File: src/hdl/uart_frame_deframer_macros.svh
`ifndef UART_FRAME_DEFRAMER_MACROS_SVH
`define UART_FRAME_DEFRAMER_MACROS_SVH
// assertion helpers
`define UFD_ASSERT_IMP(label, clk, rst, a, c, msg) \
  label: assert property (@(posedge clk) disable iff (rst) (a) |-> (c)) else $error(msg);
`define UFD_ASSERT_NEXT(label, clk, rst, a, c, msg) \
  label: assert property (@(posedge clk) disable iff (rst) (a) |=> (c)) else $error(msg);
`endif

File: src/hdl/ufd_pkg.sv
`default_nettype none
package ufd_pkg;
  localparam int BufBytes      = 64;
  localparam int FrameOverhead = 9;
  localparam int VersionOffset = 2;
  localparam int LengthOffset  = 6;
  localparam int RegIdxW       = 2;
  localparam logic [RegIdxW-1:0] REG_HEADER_FIRST  = 2'd0;
  localparam logic [RegIdxW-1:0] REG_HEADER_SECOND = 2'd1;
  localparam logic [RegIdxW-1:0] REG_VERSION       = 2'd2;

  typedef struct packed {
    logic in_fire;
    logic scan_clr;
    logic ld_first;
    logic ld_next;
    logic ld_ver;
    logic ld_lenh;
    logic ld_lenl;
    logic sum_clr;
    logic sum_add;
    logic emit;
    logic advance;
    logic adv_frame;
    logic [1:0] adv_n;
    logic compact;
    logic comp_done;
  } ufd_cmd_t;

  typedef struct packed {
    logic avail_ovh;
    logic hdr_ok;
    logic ver_ok;
    logic len_big;
    logic incomplete;
    logic idx_last;
    logic sum_ok;
    logic comp_end;
  } ufd_stat_t;
endpackage
`default_nettype wire

File: src/hdl/ufd_stream_if.sv
`default_nettype none
interface ufd_stream_if #(parameter int W = 8);
  logic         valid;
  logic         ready;
  logic [W-1:0] data;
  modport source (output valid, output data, input ready);
  modport sink (input valid, input data, output ready);
endinterface
`default_nettype wire

File: src/hdl/ufd_out_if.sv
`default_nettype none
interface ufd_out_if;
  logic       valid;
  logic       ready;
  logic [7:0] frame_byte;
  logic       frame_first;
  logic       frame_last;
  logic       run_last;
  modport source (output valid, output frame_byte, output frame_first, output frame_last,
                  output run_last, input ready);
  modport sink (input valid, input frame_byte, input frame_first, input frame_last,
                input run_last, output ready);
endinterface
`default_nettype wire

File: src/hdl/uart_frame_deframer.sv
// channel | dir | payload
// rx      | in  | rx_byte[7:0]
// frame   | out | frame_byte[7:0], frame_first, frame_last, run_last
// Each byte is accepted and then scanned: header and version checks, a length check,
// a checksum sum and emit for a good frame, and a compaction of the bytes kept in the
// buffer, paced by the single read port of the byte buffer.
// Synchronous reset clears counts and state; register values return to defaults.
// Output backpressure stalls the scan; one output word is held in a register.
`default_nettype none
`include "uart_frame_deframer_macros.svh"
module uart_frame_deframer import ufd_pkg::*; #(
  parameter int BUF_BYTES      = BufBytes,
  parameter int FRAME_OVERHEAD = FrameOverhead,
  parameter int VERSION_OFFSET = VersionOffset,
  parameter int LENGTH_OFFSET  = LengthOffset
) (
  input wire logic clk,
  input wire logic rst,
  ufd_stream_if.sink rx,
  ufd_out_if.source frame,
  input wire logic               cfg_we,
  input wire logic [RegIdxW-1:0] cfg_idx,
  input wire logic [7:0]         cfg_data
);
  ufd_cmd_t   cmd;
  ufd_stat_t  stat;
  logic [7:0] header_first, header_second, protocol_version;
  logic [7:0] rd_byte, frame_byte;
  logic       rd_first, frame_first, frame_last;

  always_ff @(posedge clk) begin
    if (rst) begin
      header_first <= 8'd85;
      header_second <= 8'd170;
      protocol_version <= 8'd2;
    end else if (cfg_we) begin
      case (cfg_idx)
        REG_HEADER_FIRST: header_first <= cfg_data;
        REG_HEADER_SECOND: header_second <= cfg_data;
        REG_VERSION: protocol_version <= cfg_data;
        default: ;
      endcase
    end
  end

  ufd_ctrl u_ctrl (
    .clk, .rst, .in_valid(rx.valid), .in_ready(rx.ready), .out_valid(frame.valid),
    .out_ready(frame.ready), .out_run_last(frame.run_last), .stat, .cmd
  );

  ufd_datapath #(.BUF_BYTES(BUF_BYTES), .FRAME_OVERHEAD(FRAME_OVERHEAD),
    .VERSION_OFFSET(VERSION_OFFSET), .LENGTH_OFFSET(LENGTH_OFFSET)) u_dp (
    .clk, .rst, .cmd, .rx_byte(rx.data), .hdr_a(header_first), .hdr_b(header_second),
    .ver(protocol_version), .stat, .rd_byte, .rd_first
  );

  always_ff @(posedge clk) begin
    if (cmd.emit) begin
      frame_byte <= rd_byte;
      frame_first <= rd_first;
      frame_last <= stat.idx_last;
    end
  end
  assign frame.frame_byte = frame_byte;
  assign frame.frame_first = frame_first;
  assign frame.frame_last = frame_last;

  `UFD_ASSERT_IMP(a_no_in_busy, clk, rst, rx.valid && rx.ready, !frame.valid, "input while output pending")
  `UFD_ASSERT_NEXT(a_out_hold, clk, rst, frame.valid && !frame.ready, frame.valid && $stable(frame.frame_byte), "output word changed while stalled")
  `UFD_ASSERT_IMP(a_last_first, clk, rst, frame.valid && frame.run_last, frame.frame_last, "run_last off frame end")
endmodule
`default_nettype wire

File: src/hdl/ufd_datapath.sv
`default_nettype none
module ufd_datapath import ufd_pkg::*; #(
  parameter int BUF_BYTES      = BufBytes,
  parameter int FRAME_OVERHEAD = FrameOverhead,
  parameter int VERSION_OFFSET = VersionOffset,
  parameter int LENGTH_OFFSET  = LengthOffset
) (
  input  wire logic       clk,
  input  wire logic       rst,
  input  wire ufd_cmd_t   cmd,
  input  wire logic [7:0] rx_byte,
  input  wire logic [7:0] hdr_a,
  input  wire logic [7:0] hdr_b,
  input  wire logic [7:0] ver,
  output      ufd_stat_t  stat,
  output      logic [7:0] rd_byte,
  output      logic       rd_first
);
  localparam int AW = $clog2(BUF_BYTES);
  localparam int CW = $clog2(BUF_BYTES + 1);
  localparam int LW = 17;

  logic [7:0] mem [BUF_BYTES];
  logic [CW-1:0] fill_count;
  logic [CW-1:0] scan_start;
  logic [CW-1:0] idx;
  logic [CW-1:0] comp_idx;
  logic [CW-1:0] fill_next;
  logic [CW-1:0] scan_next;
  logic [CW-1:0] idx_next;
  logic [CW-1:0] comp_idx_next;
  logic [LW-1:0] flen;
  logic [7:0]    sum;
  logic [7:0]    b0;
  logic          h_ok;
  logic [CW:0]   rd_pos;
  logic [CW:0]   rd_pos_next;
  logic [CW:0]   wr_pos;
  logic          in_rng;
  logic [7:0]    rd_q;
  logic [7:0]    pk;

  // idx stays zero while compacting and comp_idx stays zero while scanning
  assign rd_pos = {1'b0, scan_start} + {1'b0, idx} + {1'b0, comp_idx};
  // read ahead from the next position so rd_q holds the byte at rd_pos
  assign rd_pos_next = {1'b0, scan_next} + {1'b0, idx_next} + {1'b0, comp_idx_next};
  assign in_rng = rd_pos < {1'b0, fill_count};
  assign wr_pos = {1'b0, fill_count};

  always_ff @(posedge clk) begin
    if (cmd.in_fire && wr_pos < (CW+1)'(BUF_BYTES)) mem[wr_pos[AW-1:0]] <= rx_byte;
    else if (cmd.comp_done) mem[comp_idx[AW-1:0]] <= pk;
    rd_q <= mem[rd_pos_next[AW-1:0]];
  end
  assign pk = in_rng ? rd_q : 8'd0;
  assign rd_byte  = pk;
  assign rd_first = (idx == '0);

  always_comb begin
    fill_next = fill_count;
    scan_next = scan_start;
    idx_next = idx;
    comp_idx_next = comp_idx;
    if (cmd.in_fire && fill_count < CW'(BUF_BYTES)) fill_next = fill_count + CW'(1);
    if (cmd.scan_clr) begin
      scan_next = '0;
      idx_next = '0;
      comp_idx_next = '0;
    end
    if (cmd.ld_first) idx_next = CW'(1);
    if (cmd.ld_next) idx_next = CW'(VERSION_OFFSET);
    if (cmd.ld_ver) idx_next = CW'(LENGTH_OFFSET);
    if (cmd.ld_lenh) idx_next = CW'(LENGTH_OFFSET + 1);
    if (cmd.ld_lenl || cmd.sum_clr) idx_next = '0;
    if (cmd.sum_add || cmd.emit) idx_next = idx + CW'(1);
    if (cmd.advance) begin
      scan_next = cmd.adv_frame ? scan_start + flen[CW-1:0]
                                : scan_start + CW'(cmd.adv_n);
      idx_next = '0;
    end
    if (cmd.comp_done) comp_idx_next = comp_idx + CW'(1);
    if (cmd.compact && stat.comp_end) begin
      fill_next = fill_count - scan_start;
      scan_next = '0;
      comp_idx_next = '0;
    end
  end

  always_ff @(posedge clk) begin
    if (rst) begin
      fill_count <= '0;
      scan_start <= '0;
      idx <= '0;
      comp_idx <= '0;
    end else begin
      fill_count <= fill_next;
      scan_start <= scan_next;
      idx <= idx_next;
      comp_idx <= comp_idx_next;
    end
  end
  always_ff @(posedge clk) begin
    if (cmd.ld_first) b0 <= pk;
    if (cmd.ld_next) h_ok <= (b0 == hdr_a) && (pk == hdr_b);
    if (cmd.ld_lenh) flen <= {1'b0, pk, 8'd0};
    if (cmd.ld_lenl) flen <= flen + {9'd0, pk} + LW'(FRAME_OVERHEAD);
    if (cmd.sum_clr) sum <= '0;
    else if (cmd.sum_add) sum <= sum + pk;
  end

  always_comb begin
    stat.avail_ovh  = (fill_count - scan_start) >= CW'(FRAME_OVERHEAD);
    stat.hdr_ok     = h_ok;
    stat.ver_ok     = pk == ver;
    stat.len_big    = flen > LW'(BUF_BYTES);
    stat.incomplete = {{(LW-CW){1'b0}}, fill_count - scan_start} < flen;
    stat.idx_last   = {{(LW-CW){1'b0}}, idx} + LW'(1) == flen;
    stat.sum_ok     = sum == pk;
    stat.comp_end   = comp_idx == fill_count - scan_start;
  end
endmodule
`default_nettype wire

File: src/hdl/ufd_ctrl.sv
`default_nettype none
module ufd_ctrl import ufd_pkg::*; (
  input  wire logic      clk,
  input  wire logic      rst,
  input  wire logic      in_valid,
  output      logic      in_ready,
  output      logic      out_valid,
  input  wire logic      out_ready,
  output      logic      out_run_last,
  input  wire ufd_stat_t stat,
  output      ufd_cmd_t  cmd
);
  localparam logic [3:0] S_IDLE = 4'd0, S_CHK = 4'd1, S_H0 = 4'd2, S_H1 = 4'd3,
                         S_VER = 4'd4, S_LH = 4'd5, S_LL = 4'd6, S_LEN = 4'd7,
                         S_SUM = 4'd8, S_CS = 4'd9, S_EMIT = 4'd10, S_COMP = 4'd11,
                         S_CW = 4'd12;
  logic [3:0] state, state_next;
  logic       pend;
  logic       pend_next;

  // a word waits in pend so run_last can be known
  always_comb begin
    cmd = '0;
    state_next = state;
    pend_next = pend;
    in_ready = (state == S_IDLE) && !pend;
    out_valid = pend && (state == S_EMIT || state == S_IDLE || state == S_COMP ||
                         state == S_CW);
    out_run_last = pend && (state == S_IDLE || state == S_COMP || state == S_CW);
    if (out_valid && out_ready) pend_next = 1'b0;
    case (state)
      S_IDLE: if (in_valid && in_ready) begin
        cmd.in_fire = 1'b1;
        cmd.scan_clr = 1'b1;
        state_next = S_CHK;
      end
      S_CHK: state_next = stat.avail_ovh ? S_H0 : S_COMP;
      S_H0: begin cmd.ld_first = 1'b1; state_next = S_H1; end
      S_H1: begin cmd.ld_next = 1'b1; state_next = S_VER; end
      S_VER: begin
        if (!stat.hdr_ok) begin
          cmd.advance = 1'b1; cmd.adv_n = 2'd1; state_next = S_CHK;
        end else if (!stat.ver_ok) begin
          cmd.advance = 1'b1; cmd.adv_n = 2'd2; state_next = S_CHK;
        end else begin
          cmd.ld_ver = 1'b1; state_next = S_LH;
        end
      end
      S_LH: begin cmd.ld_lenh = 1'b1; state_next = S_LL; end
      S_LL: begin cmd.ld_lenl = 1'b1; state_next = S_LEN; end
      S_LEN: begin
        if (stat.len_big) begin
          cmd.advance = 1'b1; cmd.adv_n = 2'd3; state_next = S_CHK;
        end else if (stat.incomplete) state_next = S_COMP;
        else begin cmd.sum_clr = 1'b1; state_next = S_SUM; end
      end
      S_SUM: if (stat.idx_last) state_next = S_CS;
             else cmd.sum_add = 1'b1;
      S_CS: begin
        if (stat.sum_ok) begin cmd.sum_clr = 1'b1; state_next = S_EMIT; end
        else begin cmd.advance = 1'b1; cmd.adv_n = 2'd3; state_next = S_CHK; end
      end
      S_EMIT: if (!pend || (out_valid && out_ready)) begin
        if (pend && out_ready) pend_next = 1'b0;
        if (!pend || out_ready) begin
          pend_next = 1'b1;
          cmd.emit = 1'b1;
          if (stat.idx_last) begin
            cmd.advance = 1'b1; cmd.adv_frame = 1'b1; state_next = S_CHK;
          end
        end
      end
      S_COMP: if (!pend || out_ready) begin
        cmd.compact = 1'b1;
        if (stat.comp_end) state_next = S_IDLE;
        else state_next = S_CW;
      end
      S_CW: begin cmd.compact = 1'b1; cmd.comp_done = 1'b1; state_next = S_COMP; end
      default: state_next = S_IDLE;
    endcase
  end

  always_ff @(posedge clk) begin
    if (rst) begin
      state <= S_IDLE;
      pend <= 1'b0;
    end else begin
      state <= state_next;
      pend <= pend_next;
    end
  end
endmodule
`default_nettype wire
File: src/flat_wrapper.sv
// flat-port wrapper written by rule: the top's interface ports become plain ports
module uart_frame_deframer_flat import ufd_pkg::*;
#(
  parameter int BUF_BYTES      = BufBytes,
  parameter int FRAME_OVERHEAD = FrameOverhead,
  parameter int VERSION_OFFSET = VersionOffset,
  parameter int LENGTH_OFFSET  = LengthOffset
)
  (clk, rst, cfg_we, cfg_idx, cfg_data, rx_valid, rx_data, rx_ready, frame_valid, frame_frame_byte, frame_frame_first, frame_frame_last, frame_run_last, frame_ready);
  ufd_stream_if rx_i ();
  ufd_out_if frame_i ();
  input wire logic clk;
  input wire logic rst;
  input wire logic cfg_we;
  input wire logic [RegIdxW-1:0] cfg_idx;
  input wire logic [7:0] cfg_data;
  input wire logic [$bits(rx_i.valid)-1:0] rx_valid;
  input wire logic [$bits(rx_i.data)-1:0] rx_data;
  output wire logic [$bits(rx_i.ready)-1:0] rx_ready;
  output wire logic [$bits(frame_i.valid)-1:0] frame_valid;
  output wire logic [$bits(frame_i.frame_byte)-1:0] frame_frame_byte;
  output wire logic [$bits(frame_i.frame_first)-1:0] frame_frame_first;
  output wire logic [$bits(frame_i.frame_last)-1:0] frame_frame_last;
  output wire logic [$bits(frame_i.run_last)-1:0] frame_run_last;
  input wire logic [$bits(frame_i.ready)-1:0] frame_ready;
  assign rx_i.valid = rx_valid;
  assign rx_i.data = rx_data;
  assign rx_ready = rx_i.ready;
  assign frame_valid = frame_i.valid;
  assign frame_frame_byte = frame_i.frame_byte;
  assign frame_frame_first = frame_i.frame_first;
  assign frame_frame_last = frame_i.frame_last;
  assign frame_run_last = frame_i.run_last;
  assign frame_i.ready = frame_ready;
  uart_frame_deframer #(.BUF_BYTES(BUF_BYTES), .FRAME_OVERHEAD(FRAME_OVERHEAD), .VERSION_OFFSET(VERSION_OFFSET), .LENGTH_OFFSET(LENGTH_OFFSET)) u_core (.clk(clk), .rst(rst), .rx(rx_i), .frame(frame_i), .cfg_we(cfg_we), .cfg_idx(cfg_idx), .cfg_data(cfg_data));
endmodule
File: config.mk
export PLATFORM = sky130hd
export DESIGN_NAME = uart_frame_deframer_flat
export DESIGN_NICKNAME = d
export VERILOG_FILES = /design/src/hdl/ufd_pkg.sv /design/src/hdl/ufd_stream_if.sv /design/src/hdl/ufd_out_if.sv /design/src/hdl/uart_frame_deframer.sv /design/src/hdl/ufd_datapath.sv /design/src/hdl/ufd_ctrl.sv /design/src/flat_wrapper.sv
export VERILOG_INCLUDE_DIRS = /design/src /design/src/hdl
export SDC_FILE = /design/constraint.sdc
export NUM_CORES = 1
export LEC_CHECK = 0
export ABC_CLOCK_PERIOD_IN_PS = 13430
export BUFFER_PORTS_ARGS = -buffer_cell sky130_fd_sc_hd__buf_4
export CAP_MARGIN = 10
export CELL_PAD_IN_SITES_DETAIL_PLACEMENT = 1
export CELL_PAD_IN_SITES_GLOBAL_PLACEMENT = 1
export CORE_UTILIZATION = 45
export DETAILED_ROUTE_END_ITERATION = 8
export PLACE_DENSITY = 0.66
export SETUP_SLACK_MARGIN = 0.02
export SLEW_MARGIN = 10
export SYNTH_ARGS = -nofsm -noshare
export SYNTH_HDL_FRONTEND = slang
export SYNTH_SLANG_ARGS = --single-unit
File: constraint.sdc
create_clock -name clk -period 13.43 [get_ports clk]
set_input_delay 2.686 -clock clk [delete_from_list [all_inputs] [get_ports clk]]
set_output_delay 2.686 -clock clk [all_outputs]
set_load 0.02 [all_outputs]
==> run summary, run 1 <==
### Global routing
- 0 — leftover overflow at the end of global routing
- 110 mm — global-route wire length before repair
- 76 — pin count of the biggest net entering global routing
- 0 — number of antenna violations at the first check in global routing
- 16839 — via count of the first global-routing pass
- 24.1% — aggregate global-route resource usage

### Timing
- 0 ns — post-route setup TNS
- 11.15 ns — shortest clock period the worst path allows after layout
- 0.482 ns — tightest hold margin
- false — setup repair after global routing missed its margin
- 0 — final-report setup violation count
- 1.18 ns — actual transition at the worst max-transition pin
- 0 — Slew Viols, Final
- 89.7 MHz — Highest Clock Rate
- 0.0327 ns — worst-case clock skew
- 20.8% — worst-case headroom to the max-slew limit
- 0 — Hold Fails Final Rpt
- 83.0% — final critical-path share of the clock period

### Logic synthesis
- 1777 — number of instances in the synthesized netlist
- 4.03% — Synth Area in Adders
- 4.86% — complex-gate fraction of the synthesized area
- sky130_fd_sc_hd__edfxtp_1 (59%), sky130_fd_sc_hd__mux4_2 (13%), sky130_fd_sc_hd__dfxtp_1 (5.2%) — largest cells by area after synthesis
- sky130_fd_sc_hd__edfxtp_1 — ys flop type
- 2.76% — parity-gate share of the synthesized area counting xor and xnor cells
- 64.3% — fraction of the yosys area taken by sequential cells
- 27900 um2 — Post-Synthesis Cell Area
- 70 — count of different cell masters after synthesis
- sky130_fd_sc_hd__edfxtp_1 — dominant cell type by area after synthesis
- 0 — Ys Warns
- 548 — number of flops mapped to enable cells by yosys
- 621 — flip-flop and latch count after synthesis
- 7.75% — Synth Area in Simple Gates
- 15.7 um2 — average instance area after synthesis
- 1879 — Post-Synthesis Net Count
- 59.0% — share of the synthesized area in the top cell type
- multiplexers — largest family of logic cells by synthesized area
- 14.4% — multiplexer fraction of the synthesized cell area
- 0% — post-synthesis async set-or-reset flop share

### Worst setup path
- register — nature of the critical path endpoint
- register — Setup crit start kind
- 54 — Critical Path Fanout Max
- 1.48 ns — slowest cell delay on critical path
- reg2reg — critical setup path kind
- sky130_fd_sc_hd__fa_4 — slowest stage cell on the critical path
- 13.91 ns — required time at the endpoint of the critical path
- 11.63 ns — worst endpoint data arrival time
- 34 — Worst Reg-to-Reg Cells

### Cells and area
- 2662 — final standard cell count with taps included and fillers excluded
- 0 — total inserted antenna cells
- sky130_fd_sc_hd__edfxtp_1 — most common cell after layout, fill and taps aside
- sky130_fd_sc_hd__edfxtp_1 (548), sky130_fd_sc_hd__nor2_1 (161), sky130_fd_sc_hd__mux4_2 (160), sky130_fd_sc_hd__nand2_1 (108), sky130_fd_sc_hd__dfxtp_1 (73) — highest-count cells in the layout ignoring fill and taps
- 12.4% — layout overhead on the synthesized area
- 1931 — net count reported at finish
- 19.1% — ratio of cells with drive above 1 in the final layout

### Clock network
- 621 — number of clock sinks
- built — CTS tree
- sky130_fd_sc_hd__clkbuf_16 — buffer type at the clock tree root
- 0 — # Post-CTS Setup Buffers
- 0.06 ns — Clk pin slew, worst setup/hold paths
- 69 — clock buffer count from CTS
- 0.62 ns — worst-skew pair later-pin latency
- 0 — cts hold-fix bufs
- 3 — number of buffers on the longest clock path
- 0 — number of gates resized after cts
- 3 — H-Tree Level Count

### Die
- 63000 um2 — full die area
- 36 — top-level I/O count
- 45.9% — initial core utilization
- 251 um — Die W
- 60800 um2 — placeable core region
- 90 — Site Rows
- 251 um — Die Span Y

### Drt
- 27.9 um — wire per inst
- 15872 — total number of vias
- 7 — drt first pass iters
- 0 — post-detailed-route DRC marker count
- 0 — number of nets with antenna violations after routing
- 1113 — 1st-iter DRT viols
- 74.2 mm — sum of routed wire length over all layers
- 5.96 — average via count per standard cell

### Place
- 35 — Port Buffer Count
- 0.839 — weighted congestion reported at the end of routability-driven placement
- 2540 — Post-Place Cells
- 49.2 mm — half-perimeter wire length of the detailed placement result

### Min path
- reg2reg — Hold Crit Class
- 2 — number of cells on the worst hold path

### Flow run
- 0 — max-capacitance violation count

### Pwr
- 199 nW/um2 — cell area power density
- 0.000241 V — worst IR drop on VDD
- 0.00623 W — power consumption
- 10.7 nW — leakage power

### Status
- completed — run status

-- cell usage after synthesis, types with 3 or more instances --
master	instances
sky130_fd_sc_hd__nand4_1	10
sky130_fd_sc_hd__o21ai_1	3
sky130_fd_sc_hd__nor3_1	26
sky130_fd_sc_hd__nor4_1	12
sky130_fd_sc_hd__o31ai_1	6
sky130_fd_sc_hd__and3_1	7
sky130_fd_sc_hd__and2_1	11
sky130_fd_sc_hd__o211ai_1	8
sky130_fd_sc_hd__mux2i_1	39
sky130_fd_sc_hd__buf_1	14
sky130_fd_sc_hd__xnor2_1	54
sky130_fd_sc_hd__ha_1	61
sky130_fd_sc_hd__nand3b_1	10
sky130_fd_sc_hd__clkbuf_1	55
sky130_fd_sc_hd__or3_1	11
sky130_fd_sc_hd__a31oi_1	7
sky130_fd_sc_hd__or4_1	3
sky130_fd_sc_hd__nand2b_1	11
sky130_fd_sc_hd__nand3_1	30
sky130_fd_sc_hd__inv_1	69
sky130_fd_sc_hd__a211oi_1	13
sky130_fd_sc_hd__a211o_1	7
sky130_fd_sc_hd__o21ai_0	38
sky130_fd_sc_hd__nor2_1	162
sky130_fd_sc_hd__edfxtp_1	548
sky130_fd_sc_hd__nor2b_1	17
sky130_fd_sc_hd__or2_2	8
sky130_fd_sc_hd__xor2_1	25
sky130_fd_sc_hd__a21o_1	16
sky130_fd_sc_hd__a21oi_1	62
sky130_fd_sc_hd__a31o_2	3
sky130_fd_sc_hd__mux4_2	160
sky130_fd_sc_hd__o22ai_1	3
sky130_fd_sc_hd__o21bai_1	10
sky130_fd_sc_hd__buf_2	5
sky130_fd_sc_hd__fa_1	18
sky130_fd_sc_hd__nor3b_1	6
sky130_fd_sc_hd__dfxtp_1	73
sky130_fd_sc_hd__o21a_1	5
sky130_fd_sc_hd__nand2_1	108
-- sequential cells by signal, indices dropped and copies added, names as in the netlist, 8 cells and up --
register	cells
u_core.u_dp.mem	512
u_core.header_second	8
u_core.u_dp.sum	8
u_core.header_first	8
u_core.u_dp.rd_q	8
u_core.protocol_version	8
u_core.u_dp.b0	8
u_core.frame.frame_byte	8
u_core.u_dp.flen	17
-- metal layers --
layer | share of wire [%] | GRT usage [%] | up-vias
met5 | 0 | 0 | -
met4 | 2.7 | 7.39 | 0
met3 | 5.4 | 4.57 | 118
met2 | 50 | 40.5 | 467
met1 | 42 | 31.8 | 8317
li1 | - | - | 6970
-- cell type report --
class | instances | area (um2)
Clock buffer | 90 | 1880
Tap cell | 782 | 978
Multi-Input combinational cell | 1012 | 9580
Sequential cell | 621 | 17900
Clock inverter | 32 | 292
Timing Repair Buffer | 56 | 433
Fill cell | 5754 | 29500
Inverter | 69 | 259
-- path summary, 6_finish.rpt --
check	from	endpoint	slack [ns]
max reg2reg	u_core.u_dp.comp_idx[2]	u_core.u_dp.rd_q[2]	2.28
min	u_core.header_second[0]	u_core.header_second[0]	0.48
min reg2reg	u_core.header_second[0]	u_core.header_second[0]	0.48
max	u_core.u_dp.comp_idx[2]	u_core.u_dp.rd_q[2]	2.28
-- metrics by stage --
stage               util (%)  area (um2)  setup WS, ns
floorplan                  -       27900          4.51
global placement        48.0       29200          2.52
detailed placement      48.0       29200          2.30
CTS                     51.5       31300          2.27
global route            51.5       31300          1.62
finish                  51.5       31300          2.28
-- cells by family (layout without fill, tap and decap cells) --
logic type,after synthesis,count (layout)
flops,621,621
simple gates,448,448
buf+inv,144,247
xor+xnor,82,82
fa+ha+maj,79,79
mux,200,200
compound gates,203,203
-- power breakdown --
part | total (W) | internal [W] | switching (W)
registers | 0.00226 | 0.00218 | 0.0000793
clock network | 0.00183 | 0.00105 | 0.000780
logic | 0.00214 | 0.000995 | 0.00114
total | 0.00623 | 0.00423 | 0.00200
-- worst max-delay path: cells and delay by family (launching register included) --
family	cells	cell delay (ns)
flops	1	0.55
compound gates	9	1.55
fa+ha+maj	8	4.17
simple gates	9	2.37
xor+xnor	2	0.30
buf+inv	2	0.74
mux	4	1.28
Note: power is estimated with default switching activity, not from simulation.
==> inputs of run 2 (changes only) <==
- ABC_AREA: not set -> 1
- ABC_CLOCK_PERIOD_IN_PS: 13430 -> 10160
- PLACE_DENSITY: 0.66 -> 0.72
- clock period: 13.43 -> 10.16 ns (I/O delays scaled with it)
==> run 2 against run 1 <==
Effect of this change:
- register-to-register slack worse by 1.5 ns
- cell count is 34% higher
- core utilization is 0.069 points higher
- largest power group is now combinational cells
==> run summary, run 2 <==
### Clock network
- 0 — # Post-CTS Setup Buffers, unchanged
- 0 — number of gates resized after cts, unchanged
- built — CTS tree
- 3 — number of buffers on the longest clock path, unchanged
- 0.62 ns — worst-skew pair later-pin latency, about the same
- 0.06 ns — Clk pin slew, worst setup/hold paths, about the same
- sky130_fd_sc_hd__clkbuf_16 — buffer type at the clock tree root
- 70 — clock buffer count from CTS, +1.4%
- 0 — cts hold-fix bufs, unchanged
- 3 — H-Tree Level Count, unchanged
- 621 — number of clock sinks, unchanged

### Drt
- 5.79 — average via count per standard cell, -2.8%
- 20683 — total number of vias, +30%
- 1727 — 1st-iter DRT viols, +55%
- 24.2 um — wire per inst, -13%
- 86.3 mm — sum of routed wire length over all layers, +16%
- 5 — drt first pass iters, -2
- 0 — number of nets with antenna violations after routing, unchanged
- 0 — post-detailed-route DRC marker count, unchanged

### Logic synthesis
- 2759 — Post-Synthesis Net Count, +47%
- 10.7 um2 — average instance area after synthesis, -32%
- 2657 — number of instances in the synthesized netlist, +50%
- 63.0% — fraction of the yosys area taken by sequential cells, -1.2 points
- 0% — post-synthesis async set-or-reset flop share, unchanged
- 58 — count of different cell masters after synthesis, -17%
- 57.9% — share of the synthesized area in the top cell type, -1.1 points
- 28400 um2 — Post-Synthesis Cell Area, +2.0%
- 621 — flip-flop and latch count after synthesis, unchanged
- sky130_fd_sc_hd__edfxtp_1 — ys flop type
- sky130_fd_sc_hd__edfxtp_1 (548), sky130_fd_sc_hd__nor2_1 (454), sky130_fd_sc_hd__o21ai_0 (347), sky130_fd_sc_hd__nand2_1 (311), sky130_fd_sc_hd__inv_1 (202) — top post-synthesis cells by count
- sky130_fd_sc_hd__edfxtp_1 (58%), sky130_fd_sc_hd__o21ai_0 (6.1%), sky130_fd_sc_hd__nor2_1 (6.0%) — largest cells by area after synthesis
- 548 — number of flops mapped to enable cells by yosys, unchanged
- 0 — Ys Warns, unchanged
- sky130_fd_sc_hd__edfxtp_1 — dominant cell by count in the synthesized netlist
- sky130_fd_sc_hd__edfxtp_1 — dominant cell type by area after synthesis

### Place
- 0.899 — weighted congestion reported at the end of routability-driven placement, +7.2%
- 55.6 mm — half-perimeter wire length of the detailed placement result, +13%
- 35 — Port Buffer Count, unchanged
- 3445 — Post-Place Cells, +36%
- 0.887 ns — post-placement setup slack, -1.41 ns
- 29800 um2 — placed inst area, +2.1%

### Status
- completed — run status

### Timing
- 9.41 ns — shortest clock period the worst path allows after layout, -1.74 ns
- 0 ns — post-route setup TNS, unchanged
- 92.6% — final critical-path share of the clock period, +9.6 points
- 0.0301 ns — worst-case clock skew, -0.00260 ns
- 28.0% — worst-case headroom to the max-slew limit, +7.2 points
- false — setup repair after global routing missed its margin
- 106 MHz — Highest Clock Rate, +18%
- 0 — final-report setup violation count, unchanged
- 0.750 ns — post-layout worst setup margin, -1.53 ns
- 0 — Hold Fails Final Rpt, unchanged
- 1.07 ns — actual transition at the worst max-transition pin, -0.115 ns
- 0 — Slew Viols, Final, unchanged

### Worst setup path
- 41 — Worst Reg-to-Reg Cells, +21%
- 10.72 ns — required time at the endpoint of the critical path, -3.19 ns
- adder cells — kind of cell adding the most delay to the critical path
- sky130_fd_sc_hd__fa_1 — slowest stage cell on the critical path
- 0.62 ns — slowest cell delay on critical path, -0.86 ns
- 37 — Critical Path Fanout Max, -31%
- u_core.u_dp.scan_start[1] — source of the critical timing path
- 0.75 ns — worst-case register-to-register setup slack, -1.53 ns
- 9 — number of buffer and inverter stages on the critical path, +7
- sky130_fd_sc_hd__inv_1 — critical path's most frequent cell
- 9.97 ns — worst endpoint data arrival time, -1.66 ns
- register — nature of the critical path endpoint
- reg2reg — critical setup path kind
- 41 — number of gates on the worst path with buffers counted, +21%
- u_core.u_dp.scan_start[1] — startpoint of the worst register-to-register path
- register — Setup crit start kind

### Pwr
- 0.000372 V — worst IR drop on VDD, +54%
- 312 nW/um2 — cell area power density, +57%
- 11.5 nW — leakage power, +7.7%

### Die
- 253 um — Die Span Y, +0.97%
- 45.8% — initial core utilization, about the same
- 36 — top-level I/O count, unchanged
- 91 — Site Rows, +1.1%
- 62100 um2 — placeable core region, +2.0%
- 253 um — Die W, +0.97%
- 64200 um2 — full die area, +2.0%

### Min path
- reg2reg — Hold Crit Class
- 2 — number of cells on the worst hold path, unchanged
- u_core.protocol_version[0] — hold path start

### Cells and area
- 8.93% — ratio of cells with drive above 1 in the final layout, -10 points
- 0 — total inserted antenna cells, unchanged
- 3570 — final standard cell count with taps included and fillers excluded, +34%
- 2782 — net count reported at finish, +44%
- sky130_fd_sc_hd__edfxtp_1 — most common cell after layout, fill and taps aside
- 512 — flip-flop count of the largest register, all copies and words added, unchanged
- sky130_fd_sc_hd__edfxtp_1 (548), sky130_fd_sc_hd__nor2_1 (454), sky130_fd_sc_hd__o21ai_0 (339), sky130_fd_sc_hd__nand2_1 (311), sky130_fd_sc_hd__inv_1 (200) — highest-count cells in the layout ignoring fill and taps
- 32000 um2 — final cell area excluding filler cells, +2.2%
- 12.6% — layout overhead on the synthesized area

### Global routing
- 27.2% — aggregate global-route resource usage, +3.1 points
- 21752 — via count of the first global-routing pass, +29%
- 144 — pin count of the biggest net entering global routing, +89%
- 0 — number of antenna violations at the first check in global routing, unchanged
- 131 mm — global-route wire length before repair, +19%
- 0 — leftover overflow at the end of global routing, unchanged

### Flow run
- 0 — max-capacitance violation count, unchanged

## run 2: changes by cell type after synthesis, sizes merged, moves of 64 or more
cell / before / now
inv: 69 / 206
mux4: 160 / 0
nand2: 108 / 330
nand3: 32 / 113
nor2: 163 / 461
o21ai: 42 / 349
o22ai: 3 / 67
## run 2: final timing paths
| check | end |
|---|---|
| worst max-delay path | u_core.u_dp.rd_q[0] |
| worst min-delay path | u_core.protocol_version[0] |
| worst max register to register | u_core.u_dp.rd_q[0] |
| worst min register to register | u_core.protocol_version[0] |
## run 2: power by group
| part | internal, W | leakage (nW) | switching, W |
|---|---|---|---|
| clock network | 0.00145 | 1.09 | 0.00105 |
| registers | 0.00290 | 5.52 | 0.0000921 |
| logic | 0.00131 | 4.87 | 0.00320 |
| total | 0.00566 | 11.5 | 0.00435 |
## run 2: per-stage QoR
step | util (%) | hold slack [ns] | power (W)
3_3_place_gp | 48.0 | 0.457 | 0.00737
4_1_cts | 51.6 | 0.477 | 0.0100
3_5_place_dp | 48.0 | 0.469 | 0.00751
6_report | 51.6 | 0.473 | 0.0100
5_1_grt | 51.6 | 0.504 | 0.0105
2_1_floorplan | - | 0.444 | 0.00586
## run 2: final cells by class
type                       count  area, um2
inverter                     209        798
sequential                   621      17900
clock inverter                32        349
fill                        6637      30000
clock buffer                  93       1890
multi-input combinational   1704       9380
tap                          837       1050
timing repair buffer          74        643
## run 2: logic make-up (layout without fill, tap and decap cells)
logic type / count (synthesis) / in the layout / share of synthesized area (%)
AOI/OAI and AO/OA: 620 / 620 / 12.6
xor gates and xnor gates: 34 / 34 / 1.05
adders and majority gates: 79 / 79 / 3.95
buffers and inverters: 332 / 408 / 4.46
DFF: 621 / 621 / 63.0
and+or+nand+nor: 971 / 971 / 14.9
## run 2: tightest hold or removal path: stages, from the launching register on
cell and delay [ns]:
sky130_fd_sc_hd__dfxtp_1 0.31, sky130_fd_sc_hd__inv_1 0.06, sky130_fd_sc_hd__a21oi_1 0.05
## run 2: layer usage
layer / part of all wire (%) / GRT usage [%] / up-vias
li1: - / - / 9496
met1: 43 / 35.1 / 10458
met2: 49 / 46.1 / 570
met3: 5.1 / 4.25 / 159
met4: 3.4 / 9.75 / 0
met5: 0 / 0 / -
==> inputs of run 3 (changes only) <==
- REMOVE_ABC_BUFFERS: not set -> 1
==> run 3 against run 2 <==
Effect of this change:
- maximum frequency down 0.60%
- global-route usage increased by 0.079 points
- setup slack got worse by 0.056 ns
- largest power group unchanged
- routed wire length grew 0.28%
- first-iteration DRC count is 7.8% lower
- register-to-register slack got worse by 0.06 ns
- clock skew grew 0.012 ns
- total power rose by 0.49%
- critical path type unchanged
- worst hold slack improved by 0.0026 ns
- largest cell class unchanged
- cell count is 0.11% lower
==> run summary, run 3 (same netlist as run 2, synthesis figures left out) <==
### Worst setup path
- 40 — Worst Reg-to-Reg Cells, -2.4%
- 9.97 ns — worst endpoint data arrival time, about the same
- register — nature of the critical path endpoint
- sky130_fd_sc_hd__inv_1 — critical path's most frequent cell
- sky130_fd_sc_hd__fa_4 — slowest stage cell on the critical path
- register — Setup crit start kind
- 10.66 ns — required time at the endpoint of the critical path, -0.06 ns
- u_core.u_dp.rd_q[7] — endpoint of the worst-slack reg-to-reg timing path
- 92 — Critical Path Fanout Max, +150%
- 0.69 ns — worst-case register-to-register setup slack, -0.06 ns
- u_core.u_dp.scan_start[1] — startpoint of the worst register-to-register path
- 0.91 ns — slowest cell delay on critical path, +0.29 ns
- reg2reg — critical setup path kind

### Pwr
- 44.9% — portion of total power attributed to combinational logic, -0.2 points
- 11.5 nW — leakage power, about the same
- 314 nW/um2 — cell area power density, +0.34%
- 0.00570 W — design internal power, +0.75%
- 25.4% — clock network fraction of design power, +0.4 points
- 0.000366 V — worst IR drop on VDD, -1.7%
- 0.00436 W — net switching component of the power, +0.15%
- 29.7% — portion of total power attributed to sequential cells, -0.2 points
- 43.3% — switching share of power, -0.15 points

### Clock network
- 0 — # Post-CTS Setup Buffers, unchanged
- 0.06 ns — Clk pin slew, worst setup/hold paths, about the same
- 3 — H-Tree Level Count, unchanged
- 3 — number of buffers on the longest clock path, unchanged
- 70 — clock buffer count from CTS, unchanged
- 0.62 ns — worst-skew pair later-pin latency, about the same
- built — CTS tree
- sky130_fd_sc_hd__clkbuf_16 — buffer type at the clock tree root
- 621 — number of clock sinks, unchanged

### Cells and area
- 0 — total inserted antenna cells, unchanged
- 17900 um2 — Register Area, unchanged
- 8.61% — ratio of cells with drive above 1 in the final layout, -0.32 points
- 6632 — number of filler instances in the final layout, -0.075%
- sky130_fd_sc_hd__edfxtp_1 (548), sky130_fd_sc_hd__nor2_1 (454), sky130_fd_sc_hd__o21ai_0 (339), sky130_fd_sc_hd__nand2_1 (311), sky130_fd_sc_hd__inv_1 (200) — highest-count cells in the layout ignoring fill and taps
- 2774 — net count reported at finish, -0.29%
- 32100 um2 — final cell area excluding filler cells, +0.15%
- 9390 um2 — area occupied by multi-input gates, about the same
- 12.8% — layout overhead on the synthesized area
- 512 — flip-flop count of the largest register, all copies and words added, unchanged
- sky130_fd_sc_hd__edfxtp_1 — most common cell after layout, fill and taps aside

### Die
- 253 um — Die Span Y, unchanged
- 91 — Site Rows, unchanged
- 64200 um2 — full die area, unchanged
- 36 — top-level I/O count, unchanged
- 253 um — Die W, unchanged
- 62100 um2 — placeable core region, unchanged
- 45.8% — initial core utilization, unchanged

### Min path
- reg2reg — Hold Crit Class
- u_core.protocol_version[3] — endpoint with the worst hold slack
- 2 — number of cells on the worst hold path, unchanged
- u_core.protocol_version[3] — hold path start

### Drt
- 86.5 mm — sum of routed wire length over all layers, +0.28%
- 5.84 — average via count per standard cell, +0.85%
- 0 — number of nets with antenna violations after routing, unchanged
- 24.3 um — wire per inst, +0.40%
- 5 — drt first pass iters, unchanged
- 20835 — total number of vias, +0.73%
- 0 — post-detailed-route DRC marker count, unchanged
- 1592 — 1st-iter DRT viols, -7.8%

### Timing
- 0 ns — post-route setup TNS, unchanged
- 0 — Slew Viols, Final, unchanged
- 0 — final-report setup violation count, unchanged
- false — setup repair after global routing missed its margin
- 26.7% — worst-case headroom to the max-slew limit, -1.3 points
- 106 MHz — Highest Clock Rate, -0.60%
- 0 — Hold Fails Final Rpt, unchanged
- 93.2% — final critical-path share of the clock period, +0.56 points
- 0.0420 ns — worst-case clock skew, +0.0119 ns
- 1.09 ns — actual transition at the worst max-transition pin, +0.0192 ns
- 9.47 ns — shortest clock period the worst path allows after layout, +0.0565 ns

### Global routing
- 0 — leftover overflow at the end of global routing, unchanged
- 21805 — via count of the first global-routing pass, +0.24%
- 1 — number of antenna violations at the first check in global routing, +1
- 132 mm — global-route wire length before repair, +0.53%
- 117 — pin count of the biggest net entering global routing, -19%
- 27.2% — aggregate global-route resource usage, +0.079 points

### Place
- 0.889 — weighted congestion reported at the end of routability-driven placement, -1.1%
- 35 — Port Buffer Count, unchanged
- 29800 um2 — placed inst area, about the same
- 55.7 mm — half-perimeter wire length of the detailed placement result, +0.26%

### Status
- completed — run status

### Flow run
- 0 — max-capacitance violation count, unchanged

==> run 3: cell types whose count changed in the layout (fill, tap and decap cells not counted), sizes merged <==
cell,delta
buf,-8
clkbuf,+5
clkinv,-3
clkinvlp,+2
bufinv,+1
inv,-1
==> run 3: worst max-delay path by stage <==
stage / from / end / slack, ns / cells past startpoint
4_1_cts: u_core.u_dp.scan_start[1] / u_core.u_dp.rd_q[4] / 0.47 / 39
6_report: u_core.u_dp.scan_start[1] / u_core.u_dp.rd_q[7] / 0.69 / 40
3_3_place_gp: u_core.u_dp.scan_start[1] / u_core.u_dp.rd_q[4] / 0.89 / 41
5_1_grt: u_core.u_dp.scan_start[1] / u_core.u_dp.rd_q[7] / 0.16 / 40
2_1_floorplan: u_core.u_dp.scan_start[1] / u_core.u_dp.rd_q[1] / -5.72 / 36
3_5_place_dp: u_core.u_dp.scan_start[1] / u_core.u_dp.rd_q[7] / 0.53 / 39
==> run 3: area by class of cell <==
| type | instances | share of cell area, % |
|---|---|---|
| Timing Repair Buffer | 66 | 1.94 |
| Tap cell | 837 | 3.27 |
| Sequential cell | 621 | 55.9 |
| Clock buffer | 98 | 6.05 |
| Clock inverter | 31 | 1.12 |
| Inverter | 209 | 2.50 |
| Multi-Input combinational cell | 1704 | 29.3 |
==> run 3: power by group through the flow <==
| stage | combinational, W | clock, W | sequential, W |
|---|---|---|---|
| CTS | 0.00451 | 0.00258 | 0.00299 |
| floorplan | 0.00285 | 0 | 0.00300 |
| global route | 0.00493 | 0.00267 | 0.00299 |
| detailed placement | 0.00447 | 0 | 0.00304 |
| finish | 0.00452 | 0.00255 | 0.00299 |
| global placement | 0.00432 | 0 | 0.00304 |
==> run 3: timing repair <==
item,4_1_cts,5_1_grt
setup endpoints to repair,0,3
resized for setup,0,3
hold buffers,0,0
==> run 3: through the flow <==
step	worst slack [ns]	utilization [%]	total power, W	instances	hold WS, ns
after floorplan	-5.72	-	0.00585	2534	0.445
after global placement	0.885	48.0	0.00735	3437	0.459
after detailed placement	0.532	48.0	0.00751	3437	0.470
after CTS	0.469	51.7	0.0101	3566	0.478
after global routing	0.163	51.7	0.0106	3566	0.497
final	0.694	51.7	0.0101	3566	0.476
==> run 3: critical path, delay by kind of cell (launching register included) <==
kind	cells	cell delay, ns
buffers and inverters	7	0.96
flip-flops	1	0.40
AND/OR/NAND/NOR	16	2.56
AO/OA/AOI/OAI	7	1.26
XOR/XNOR	1	0.18
adder cells (fa/ha/maj)	9	3.96
==> run 3: per-layer routing <==
layer  vias up  track usage [%]  routed length [um]
met5         -                0                  13
met1     10604             35.7               36600
met2       593             46.3               42600
met3       160             3.38                4190
met4         2             10.0                3060
li1       9476                -                   -
